**src/rtl/b64d_pkg.sv**
```systemverilog
// Shared types and constants for the base64 stream decoder.
// No dependencies.
package b64d_pkg;

	localparam int QDEPTH = 2;
	localparam int QPTR_W = (QDEPTH > 1) ? $clog2(QDEPTH) : 1;
	localparam int QCNT_W = $clog2(QDEPTH + 1);

	localparam logic [1:0] ST_OK            = 2'd0;
	localparam logic [1:0] ST_BAD_CHAR      = 2'd1;
	localparam logic [1:0] ST_DATA_AFTER_PAD = 2'd2;
	localparam logic [1:0] ST_TRAILING_BITS = 2'd3;

	localparam logic [7:0] CH_PAD   = 8'h3D;
	localparam logic [7:0] CH_PLUS  = 8'h2B;
	localparam logic [7:0] CH_SLASH = 8'h2F;
	localparam logic [7:0] CH_UC_A  = 8'h41;
	localparam logic [7:0] CH_UC_Z  = 8'h5A;
	localparam logic [7:0] CH_LC_A  = 8'h61;
	localparam logic [7:0] CH_LC_Z  = 8'h7A;
	localparam logic [7:0] CH_D0    = 8'h30;
	localparam logic [7:0] CH_D9    = 8'h39;
	localparam logic [7:0] CH_SP    = 8'h20;
	localparam logic [7:0] CH_TAB   = 8'h09;
	localparam logic [7:0] CH_CR    = 8'h0D;
	localparam logic [7:0] CH_LF    = 8'h0A;
	localparam logic [7:0] LC_OFS   = 8'd26;
	localparam logic [7:0] DIG_OFS  = 8'd52;
	localparam logic [5:0] SYM_PLUS  = 6'd62;
	localparam logic [5:0] SYM_SLASH = 6'd63;

	typedef enum logic [2:0] {
		KIND_DATA   = 3'd0,
		KIND_PAD    = 3'd1,
		KIND_SKIP   = 3'd2,
		KIND_BAD    = 3'd3,
		KIND_FINISH = 3'd4
	} kind_t;

	typedef struct packed {
		kind_t      kind;
		logic [5:0] sym;
	} item_t;

endpackage

```
**src/rtl/b64d_queue.sv**
```systemverilog
// Short word queue between decoder front and back.
// Depends on b64d_pkg.
module b64d_queue (
	input  logic              clk,
	input  logic              arst_n,
	input  logic              push,
	input  b64d_pkg::item_t   push_item,
	output logic              full,
	input  logic              pop,
	output logic              q_valid,
	output b64d_pkg::item_t   q_item
);

	b64d_pkg::item_t                    entries_q [b64d_pkg::QDEPTH];
	logic [b64d_pkg::QPTR_W-1:0]        wr_ptr_q;
	logic [b64d_pkg::QPTR_W-1:0]        rd_ptr_q;
	logic [b64d_pkg::QCNT_W-1:0]        count_q;

	function automatic logic [b64d_pkg::QPTR_W-1:0] ptr_next(
		input logic [b64d_pkg::QPTR_W-1:0] p);
		if (p == b64d_pkg::QPTR_W'(b64d_pkg::QDEPTH - 1))
			return '0;
		return p + b64d_pkg::QPTR_W'(1);
	endfunction

	assign full    = (count_q == b64d_pkg::QCNT_W'(b64d_pkg::QDEPTH));
	assign q_valid = (count_q != '0);
	assign q_item  = entries_q[rd_ptr_q];

	always_ff @(posedge clk) begin
		if (push)
			entries_q[wr_ptr_q] <= push_item;
	end

	always_ff @(posedge clk or negedge arst_n) begin
		if (!arst_n) begin
			wr_ptr_q <= '0;
			rd_ptr_q <= '0;
			count_q  <= '0;
		end else begin
			if (push)
				wr_ptr_q <= ptr_next(wr_ptr_q);
			if (pop)
				rd_ptr_q <= ptr_next(rd_ptr_q);
			if (push && !pop)
				count_q <= count_q + b64d_pkg::QCNT_W'(1);
			else if (pop && !push)
				count_q <= count_q - b64d_pkg::QCNT_W'(1);
		end
	end

endmodule

```
**src/rtl/b64d_front.sv**
```systemverilog
// Input side: takes words, classifies characters into symbols, feeds the queue.
// Depends on b64d_pkg.
module b64d_front (
	input  logic             in_valid,
	output logic             in_ready,
	input  logic             op,
	input  logic [7:0]       in_char,
	input  logic             q_full,
	output logic             push,
	output b64d_pkg::item_t  push_item
);

	function automatic b64d_pkg::item_t classify(input logic f, input logic [7:0] ch);
		b64d_pkg::item_t it;
		it.kind = b64d_pkg::KIND_BAD;
		it.sym  = '0;
		if (f) begin
			it.kind = b64d_pkg::KIND_FINISH;
		end else begin
			case (ch) inside
				[b64d_pkg::CH_UC_A:b64d_pkg::CH_UC_Z]: begin
					it.kind = b64d_pkg::KIND_DATA;
					it.sym  = 6'(ch - b64d_pkg::CH_UC_A);
				end
				[b64d_pkg::CH_LC_A:b64d_pkg::CH_LC_Z]: begin
					it.kind = b64d_pkg::KIND_DATA;
					it.sym  = 6'(ch - b64d_pkg::CH_LC_A + b64d_pkg::LC_OFS);
				end
				[b64d_pkg::CH_D0:b64d_pkg::CH_D9]: begin
					it.kind = b64d_pkg::KIND_DATA;
					it.sym  = 6'(ch - b64d_pkg::CH_D0 + b64d_pkg::DIG_OFS);
				end
				b64d_pkg::CH_PLUS: begin
					it.kind = b64d_pkg::KIND_DATA;
					it.sym  = b64d_pkg::SYM_PLUS;
				end
				b64d_pkg::CH_SLASH: begin
					it.kind = b64d_pkg::KIND_DATA;
					it.sym  = b64d_pkg::SYM_SLASH;
				end
				b64d_pkg::CH_PAD: begin
					it.kind = b64d_pkg::KIND_PAD;
				end
				b64d_pkg::CH_SP, b64d_pkg::CH_TAB, b64d_pkg::CH_CR, b64d_pkg::CH_LF: begin
					it.kind = b64d_pkg::KIND_SKIP;
				end
				default: begin
					it.kind = b64d_pkg::KIND_BAD;
				end
			endcase
		end
		return it;
	endfunction

	assign in_ready  = !q_full;
	assign push      = in_valid && !q_full;
	assign push_item = classify(op, in_char);

endmodule

```
**src/rtl/b64d_back.sv**
```systemverilog
// Execution side: bit accumulator, padding and error state, output register.
// Depends on b64d_pkg.
module b64d_back (
	input  logic             clk,
	input  logic             arst_n,
	input  logic             q_valid,
	input  b64d_pkg::item_t  q_item,
	output logic             pop,
	output logic             out_valid,
	input  logic             out_ready,
	output logic             byte_valid,
	output logic [7:0]       data_byte,
	output logic             done_res,
	output logic [1:0]       status
);

	logic [11:0] acc_q;
	logic [2:0]  bits_q;
	logic        pad_q;
	logic [1:0]  err_q;

	logic        out_valid_q;
	logic        byte_valid_q;
	logic [7:0]  data_byte_q;
	logic        done_q;
	logic [1:0]  status_q;

	logic [11:0] acc_d;
	logic [2:0]  bits_d;
	logic        pad_d;
	logic [1:0]  err_d;
	logic        bv_d;
	logic [7:0]  byte_d;
	logic        done_d;
	logic [1:0]  status_d;

	logic [11:0] acc_sh;
	logic [3:0]  n_sum;
	logic [3:0]  n_adj;
	logic [5:0]  mask;

	assign pop = q_valid && (!out_valid_q || out_ready);

	always_comb begin
		acc_d    = acc_q;
		bits_d   = bits_q;
		pad_d    = pad_q;
		err_d    = err_q;
		bv_d     = 1'b0;
		byte_d   = '0;
		done_d   = 1'b0;
		status_d = err_q;
		acc_sh   = {acc_q[5:0], q_item.sym};
		n_sum    = {1'b0, bits_q} + 4'd6;
		n_adj    = n_sum - 4'd8;
		mask     = 6'((7'd1 << bits_q) - 7'd1);
		if (q_item.kind == b64d_pkg::KIND_FINISH) begin
			done_d = 1'b1;
			if (err_q == b64d_pkg::ST_OK && bits_q != '0 && (acc_q[5:0] & mask) != '0)
				status_d = b64d_pkg::ST_TRAILING_BITS;
			acc_d  = '0;
			bits_d = '0;
			pad_d  = 1'b0;
			err_d  = b64d_pkg::ST_OK;
		end else begin
			if (err_q == b64d_pkg::ST_OK) begin
				case (q_item.kind)
					b64d_pkg::KIND_BAD: err_d = b64d_pkg::ST_BAD_CHAR;
					b64d_pkg::KIND_PAD: pad_d = 1'b1;
					b64d_pkg::KIND_DATA: begin
						if (pad_q) begin
							err_d = b64d_pkg::ST_DATA_AFTER_PAD;
						end else begin
							acc_d = acc_sh;
							if (n_sum >= 4'd8) begin
								bv_d   = 1'b1;
								byte_d = 8'(acc_sh >> n_adj);
								bits_d = n_adj[2:0];
							end else begin
								bits_d = n_sum[2:0];
							end
						end
					end
					default: ;
				endcase
			end
			status_d = err_d;
		end
	end

	always_ff @(posedge clk or negedge arst_n) begin
		if (!arst_n) begin
			acc_q       <= '0;
			bits_q      <= '0;
			pad_q       <= 1'b0;
			err_q       <= b64d_pkg::ST_OK;
			out_valid_q <= 1'b0;
		end else begin
			if (pop) begin
				acc_q  <= acc_d;
				bits_q <= bits_d;
				pad_q  <= pad_d;
				err_q  <= err_d;
			end
			if (pop)
				out_valid_q <= 1'b1;
			else if (out_ready)
				out_valid_q <= 1'b0;
		end
	end

	always_ff @(posedge clk) begin
		if (pop) begin
			byte_valid_q <= bv_d;
			data_byte_q  <= byte_d;
			done_q       <= done_d;
			status_q     <= status_d;
		end
	end

	assign out_valid  = out_valid_q;
	assign byte_valid = byte_valid_q;
	assign data_byte  = data_byte_q;
	assign done_res   = done_q;
	assign status     = status_q;

endmodule

```
**src/rtl/base64_stream_decoder_core.sv**
```systemverilog
// Top level of the base64 stream decoder: front, queue, back.
// Depends on b64d_pkg, b64d_front, b64d_queue, b64d_back.
//
//   channel  handshake            payload
//   in       in_valid/in_ready    op, in_char
//   out      out_valid/out_ready  byte_valid, data_byte, done_res, status
//
// One word per cycle unless out stalls; each word is queued, then output-registered.
// The two-word queue decouples classification from the accumulator update.
// in_ready drops only when the queue is full; out stalls hold the output register.
// arst_n clears accumulator, flags, error code, queue and output valid.
module base64_stream_decoder_core (
	input  logic       clk,
	input  logic       arst_n,
	input  logic       in_valid,
	output logic       in_ready,
	input  logic       op,
	input  logic [7:0] in_char,
	output logic       out_valid,
	input  logic       out_ready,
	output logic       byte_valid,
	output logic [7:0] data_byte,
	output logic       done_res,
	output logic [1:0] status
);

	logic            q_full;
	logic            push;
	b64d_pkg::item_t push_item;
	logic            pop;
	logic            q_valid;
	b64d_pkg::item_t q_item;

	b64d_front u_front (
		.in_valid  (in_valid),
		.in_ready  (in_ready),
		.op        (op),
		.in_char   (in_char),
		.q_full    (q_full),
		.push      (push),
		.push_item (push_item)
	);

	b64d_queue u_queue (
		.clk       (clk),
		.arst_n    (arst_n),
		.push      (push),
		.push_item (push_item),
		.full      (q_full),
		.pop       (pop),
		.q_valid   (q_valid),
		.q_item    (q_item)
	);

	b64d_back u_back (
		.clk        (clk),
		.arst_n     (arst_n),
		.q_valid    (q_valid),
		.q_item     (q_item),
		.pop        (pop),
		.out_valid  (out_valid),
		.out_ready  (out_ready),
		.byte_valid (byte_valid),
		.data_byte  (data_byte),
		.done_res   (done_res),
		.status     (status)
	);

endmodule

```
**config.mk**
```make
export PLATFORM = sky130hd
export DESIGN_NAME = base64_stream_decoder_core
export DESIGN_NICKNAME = d
export VERILOG_FILES = /design/src/rtl/b64d_pkg.sv /design/src/rtl/b64d_queue.sv /design/src/rtl/b64d_front.sv /design/src/rtl/b64d_back.sv /design/src/rtl/base64_stream_decoder_core.sv
export SDC_FILE = /design/constraint.sdc
export NUM_CORES = 1
export LEC_CHECK = 0
export CORE_MARGIN = 2
export CORE_UTILIZATION = 27
export DETAILED_ROUTE_END_ITERATION = 6
export DONT_BUFFER_PORTS = 1
export GPL_ROUTABILITY_DRIVEN = 0
export PLACE_DENSITY = 0.44
export SKIP_CTS_REPAIR_TIMING = 1
export SLEW_MARGIN = 20
export SYNTH_ARGS = -nofsm -noshare
export SYNTH_HDL_FRONTEND = slang
export SYNTH_SLANG_ARGS = --single-unit
export TNS_END_PERCENT = 20
```
**constraint.sdc**
```tcl
create_clock -name clk -period 2.8 [get_ports clk]
set_clock_uncertainty 0.2 [all_clocks]
set_input_delay 0.42 -clock clk [delete_from_list [all_inputs] [get_ports clk]]
set_output_delay 0.42 -clock clk [all_outputs]
set_load 0.05 [all_outputs]
```
Yosys cells after proc, flatten, opt, wreduce, memory -nomap -nowiden
Memory sizes are Yosys's and may differ from the RTL's.
Index checks and enable logic that the tools add are counted.
W data, S select, Z words.
{ "word_totals": {"reg_bits": 29, "memories": 1, "wordCells": 127, "ramBits": 18, "output_inout_bits": 14} }
{ "op_classes": {"bitwise_logic": 4, "muxes": 48, "add_sub_neg": 12, "order_cmp": 7, "eq_ne": 12, "n_shift": 2, "n_reduce_logical": 29} }
{ "mem_list": {"columns": ["name", "depth", "word_bits", "read_ports", "rd_clocked_by_memory_dff", "write_ports", "line_no", "rtl"], "rows": [
  ["u_queue.entries_q", 2, 9, 1, 0, 1, "b64d_queue.sv:14", "b64d_pkg::item_t entries_q [b64d_pkg::QDEPTH];"]
]} }
{ "op_table": {"columns": ["op", "n"], "rows": [
  ["$mux W6", 10],
  ["$mux W3", 11],
  ["$eq A8 B6 Y1 const B", 4],
  ["$eq A8 B4 Y1 const B", 3],
  ["$mux W1", 18],
  ["$ge A8 B7 Y1 const B", 2],
  ["$le A8 B7 Y1 const B", 2],
  ["$mux W2", 8],
  ["$reduce_bool A2 Y1", 6],
  ["$shr A12 B4 Y8", 1],
  ["$sub A6 B1 Y6 const B", 2],
  ["$sub A6 B6 Y6 const B", 2],
  ["$logic_and A1 B1 Y1", 9],
  ["$ge A8 B6 Y1 const B", 1],
  ["$le A8 B6 Y1 const B", 1],
  ["$reduce_or A4 Y1", 2],
  ["$add A6 B5 Y6 const B", 1],
  ["$add A6 B6 Y6 const B", 1],
  ["$and A6 B6 Y6", 1],
  ["$reduce_bool A6 Y1", 1],
  ["$shl A1 B3 Y6 const A", 1],
  ["$reduce_or A5 Y1", 1],
  ["$add A3 B3 Y4 const B", 1],
  ["$ge A4 B4 Y1 const B", 1],
  ["other kinds (18)", 24]
]} }

Logic depth before layout (Yosys ltp)
{ "depth": {"ltp_word": 10, "ltp_mapped": 9} }

Cells and area by module
A second synthesis with hierarchy kept.
{ "hier_totals": {"hier_cells": 255, "area_unflattened_um2": 2808.9} }
{ "by_module_without_submodules": {"columns": ["module", "seq_area_each_um2", "n_inst", "area_each_um2", "cells_per_inst"], "rows": [
  ["b64d_back", 660.6, 1, 1287.5, 119],
  ["b64d_queue", 640.6, 1, 844.6, 44],
  ["b64d_front", 0.0, 1, 676.9, 92]
]} }

Least setup slack after synthesis
OpenSTA, ideal clock, no wires.
{ "synth_path": {"path_kind": "input to register", "startpoint": "input port in_char[1]", "endpoint": "memory u_queue.entries_q[0][5] (netlist bit), data pin", "stages": 8, "required_ps": 2437, "arrival_time_ps": 1979, "path_slack_ps": 458, "setup_ps": 163, "path_cell_list": "buf_2 inv_1 ha_1 nor2b_2 a2111o_1 a31o_1 a31o_1 a31oi_1"} }
{ "synth_lines": {"columns": ["item", "line_no", "rtl"], "rows": [
  ["start: declaration", "base64_stream_decoder_core.sv:18", "input logic [7:0] in_char,"],
  ["end: declaration", "b64d_queue.sv:14", null]
]} }

Worst setup path after layout
{ "layout_path": {"startpoint": "register u_back.bits_q[2]", "endpoint": "register u_back.data_byte_q[6], in the netlist u_back.data_byte[6], data pin"} }
{ "layout_between": {"elab_chain_len": 4, "word_cells_on_any_way": 6} }
{ "layout_rtl": {"columns": ["item", "line_no", "rtl"], "rows": [
  ["start: declaration", "b64d_back.sv:18", "logic [2:0] bits_q;"],
  ["start signal: assignment", "b64d_back.sv:101", "bits_q <= bits_d;"],
  ["$add A3 B3 Y4 *", "b64d_back.sv:54", "n_sum = {1'b0, bits_q} + 4'd6;"],
  ["branches (longest 3 deep; another with $sub A4 B4 Y4)", null, null],
  ["end signal: assignment", "b64d_back.sv:115", "data_byte_q <= byte_d;"],
  ["end: declaration", "b64d_back.sv:24", "logic [7:0] data_byte_q;"]
]} }
Every way passes the cells marked *.
A chain may end at the register's enable or synchronous reset.

==> impl_metrics.csv <==
group,metric,value,unit
clock_tree,clk_path_buf_depth,2,
place,place_area,2900,sq um
yosys,synth_flop_cell,"edfxtp_1",
run_status,outcome,"complete, no violations",
power,cellPowerDensity,974,nW/um^2
timing,drv_slew,0,
routing,drt-initial-drc-count,88,
clock_tree,clock-sinks,46,
yosys,ys_async_sr_fraction,34.8,%
critical_path,path_buf_inv,1,
finish,final_cell_mix,"30 x edfxtp_1, 27 x nor2_1, 25 x nand2_1",
routing,final_antenna_net_count,0,
yosys,yosysWarnings,0,
yosys,syn_avg_cell_area,10.1,sq um
place,io_buffers,0,
die,io_pins,27,
timing,tns,0,ns
hold_path,min_path_type,"input pin to flop",
clock_tree,ctsRootBufferMaster,"clkbuf_8",
yosys,ys_seq_area_share,47.5,%
clock_tree,ctsHtreeMaxLevel,2,
die,die_area,11000,sq um
critical_path,cp_max_fo,16,
finish,drive_above_1_share,9.82,%
finish,final_common_cell,"edfxtp_1",
timing,hold_viol,0,
critical_path,crit_arrival,2.03,ns
yosys,synth_edf_count,30,
critical_path,cp_cell_sequence,"inv_1 -> ha_1 -> mux2_2 -> a22oi_1 -> nor2_1",
clock_tree,cts_tree,"done",
clock_tree,cts-buffers-inserted,5,
routing,drc,0,
timing,max-slew-margin-rel,47.8,%
routing,wl_per_cell,13.5,um
power,p_leak,0.00118,uW
power,ir_drop,318,uV
finish,final_nets,304,
clock_tree,clock_latency,0.30,ns
yosys,yosysUniqueCellTypes,52,
routing,firstDrtPassIters,6,
timing,fmax,459,MHz
timing,rsz0062_at_grt,"no",
global_routing,grt.overflow.total,0,
global_routing,grt_max_degree,19,
yosys,syn_nets,300,
timing,min_period,2.18,ns
finish,final_core_util,31.2,%
critical_path,critical_path_class,"flop to flop",
critical_path,startpoint_type,"flop",
timing,period_share,77.9,%
routing,avgViaCountPerCell,4.69,
finish,antenna_cells,0,
die,initial_core_util,27.9,%
critical_path,required,2.65,ns
place,hpwlAfterDp,4.12,mm
die,rows,36,
die,die_h,105,um
global_routing,grt_pass1_vias,1948,
critical_path,crit_path_top_delay_cell,"ha_1",
die,chipWidth,105,um
finish,syn2layout_area_growth,11.7,%
clock_tree,clk_pin_slew,0.09,ns
yosys,synth-seq-cells,46,
critical_path,cp-end-kind,"flop",
routing,wirelength,5.49,mm
critical_path,cpPeakStageDelay,0.59,ns
global_routing,grtUsageTotal,10.6,%
yosys,postSynthCellCount,270,
critical_path,cpLargestDelayFamily,"adder cells",
global_routing,grt_pass1_wl,9.45,mm
finish,fin_area,3060,sq um
yosys,syn_area,2740,sq um
flow_run,cap_violations,0,
power,total_power,2980,uW
timing,finalSetupViolations,0,
timing,worst_pin_slew,0.780,ns
die,core,9820,sq um
global_routing,antenna_found_initial,0,
routing,vias,1914,
[cell families after synthesis]
group           Yosys count  synth area share (%)
simple gates             94                  17.1
xor+xnor                 12                  3.84
flops                    46                  47.5
compound gates           64                  15.9
fa+ha+maj                17                  7.76
mux                      11                  4.11
other cells               1                 0.137
buf+inv                  25                  3.65
[cells in the mapped netlist, drive strengths merged (2+ instances only)]
| master | n | area (sq um) |
|---|---|---|
| buf | 6 | 28.8 |
| clkbuf | 5 | 18.8 |
| a22oi | 2 | 15.0 |
| ha | 17 | 213 |
| a31oi | 9 | 62.6 |
| a21o | 2 | 15.0 |
| nor4 | 2 | 12.5 |
| mux2 | 2 | 22.5 |
| o21ai | 16 | 80.1 |
| or3 | 3 | 18.8 |
| a21oi | 14 | 70.1 |
| nor2 | 27 | 101 |
| xnor2 | 8 | 70.1 |
| nor3 | 6 | 35.0 |
| xor2 | 4 | 35.0 |
| and2 | 3 | 18.8 |
| a211oi | 3 | 22.5 |
| mux2i | 9 | 90.1 |
| dfrtp | 16 | 400 |
| a311oi | 2 | 17.5 |
| o21a | 2 | 15.0 |
| nor2b | 6 | 40.0 |
| a31o | 3 | 26.3 |
| edfxtp | 30 | 901 |
| nand2b | 6 | 37.5 |
| inv | 14 | 52.6 |
| nand2 | 25 | 93.8 |
| nor3b | 2 | 31.3 |
| nand3 | 10 | 50.1 |
[registers in the layout (all words and copies together), names as in the netlist]
| signal | cells |
|---|---|
| u_back.err_q | 2 |
| u_back.done_res | 1 |
| u_queue.wr_ptr_q | 1 |
| u_back.pad_q | 1 |
| u_back.status | 2 |
| u_back.bits_q | 2 |
| u_back.acc_q | 6 |
| u_queue.count_q | 2 |
| u_back.out_valid | 1 |
| u_queue.entries_q | 18 |
| u_queue.rd_ptr_q | 1 |
| u_back.data_byte | 8 |
| u_back.byte_valid | 1 |
[per-layer routing]
metal  global-route usage [%]  vias up  wire length, um
li1                         -      976                -
met1                     13.3      881             2570
met2                     17.4       50             2600
met3                     2.62        7              230
met4                     4.19        0               95
met5                        0        -                0
[report_power, final]
| group | internal, uW | leakage (uW) | total, uW | switching (uW) |
|---|---|---|---|---|
| registers | 995 | 0.000495 | 1380 | 380 |
| clock network | 358 | 0.0000683 | 588 | 230 |
| logic | 410 | 0.000618 | 1020 | 608 |
| total | 1760 | 0.00118 | 2980 | 1220 |
[worst paths after layout]
kind	start	cells after the start	slack, ns	to
worst max register to register	u_back.bits_q[2]	5	0.62	u_back.data_byte[6]
worst max-delay path	u_back.bits_q[2]	5	0.62	u_back.data_byte[6]
worst min-delay path	op	1	0.1	u_queue.entries_q[0][3]
min in group asynchronous	arst_n	1	0.43	u_back.acc_q[4]
max in group asynchronous	arst_n	1	1.48	u_queue.count_q[0]
worst min register to register	u_queue.wr_ptr_q	1	0.29	u_queue.wr_ptr_q
[stage by stage]
| step | worst slack [ns] | cells | hold WS [ns] |
|---|---|---|---|
| 3_5_place_dp | 0.375 | 398 | -0.0752 |
| 4_1_cts | 0.622 | 406 | -0.412 |
| 6_report | 0.619 | 408 | 0.0999 |
| 3_3_place_gp | 0.353 | 398 | -0.0753 |
| 5_1_grt | 0.498 | 408 | 0.0834 |
| 2_1_floorplan | 0.458 | 270 | -0.0756 |
[area by class of cell]
class	count	area, sq um
Clock buffer	5	68.8
Clock inverter	3	68.8
Fill cell	1046	6760
Inverter	14	52.6
Multi-Input combinational cell	199	1340
Sequential cell	46	1300
Tap cell	133	166
Timing Repair Buffer	8	65.1
No activity file was read; power rests on OpenSTA's default activity.
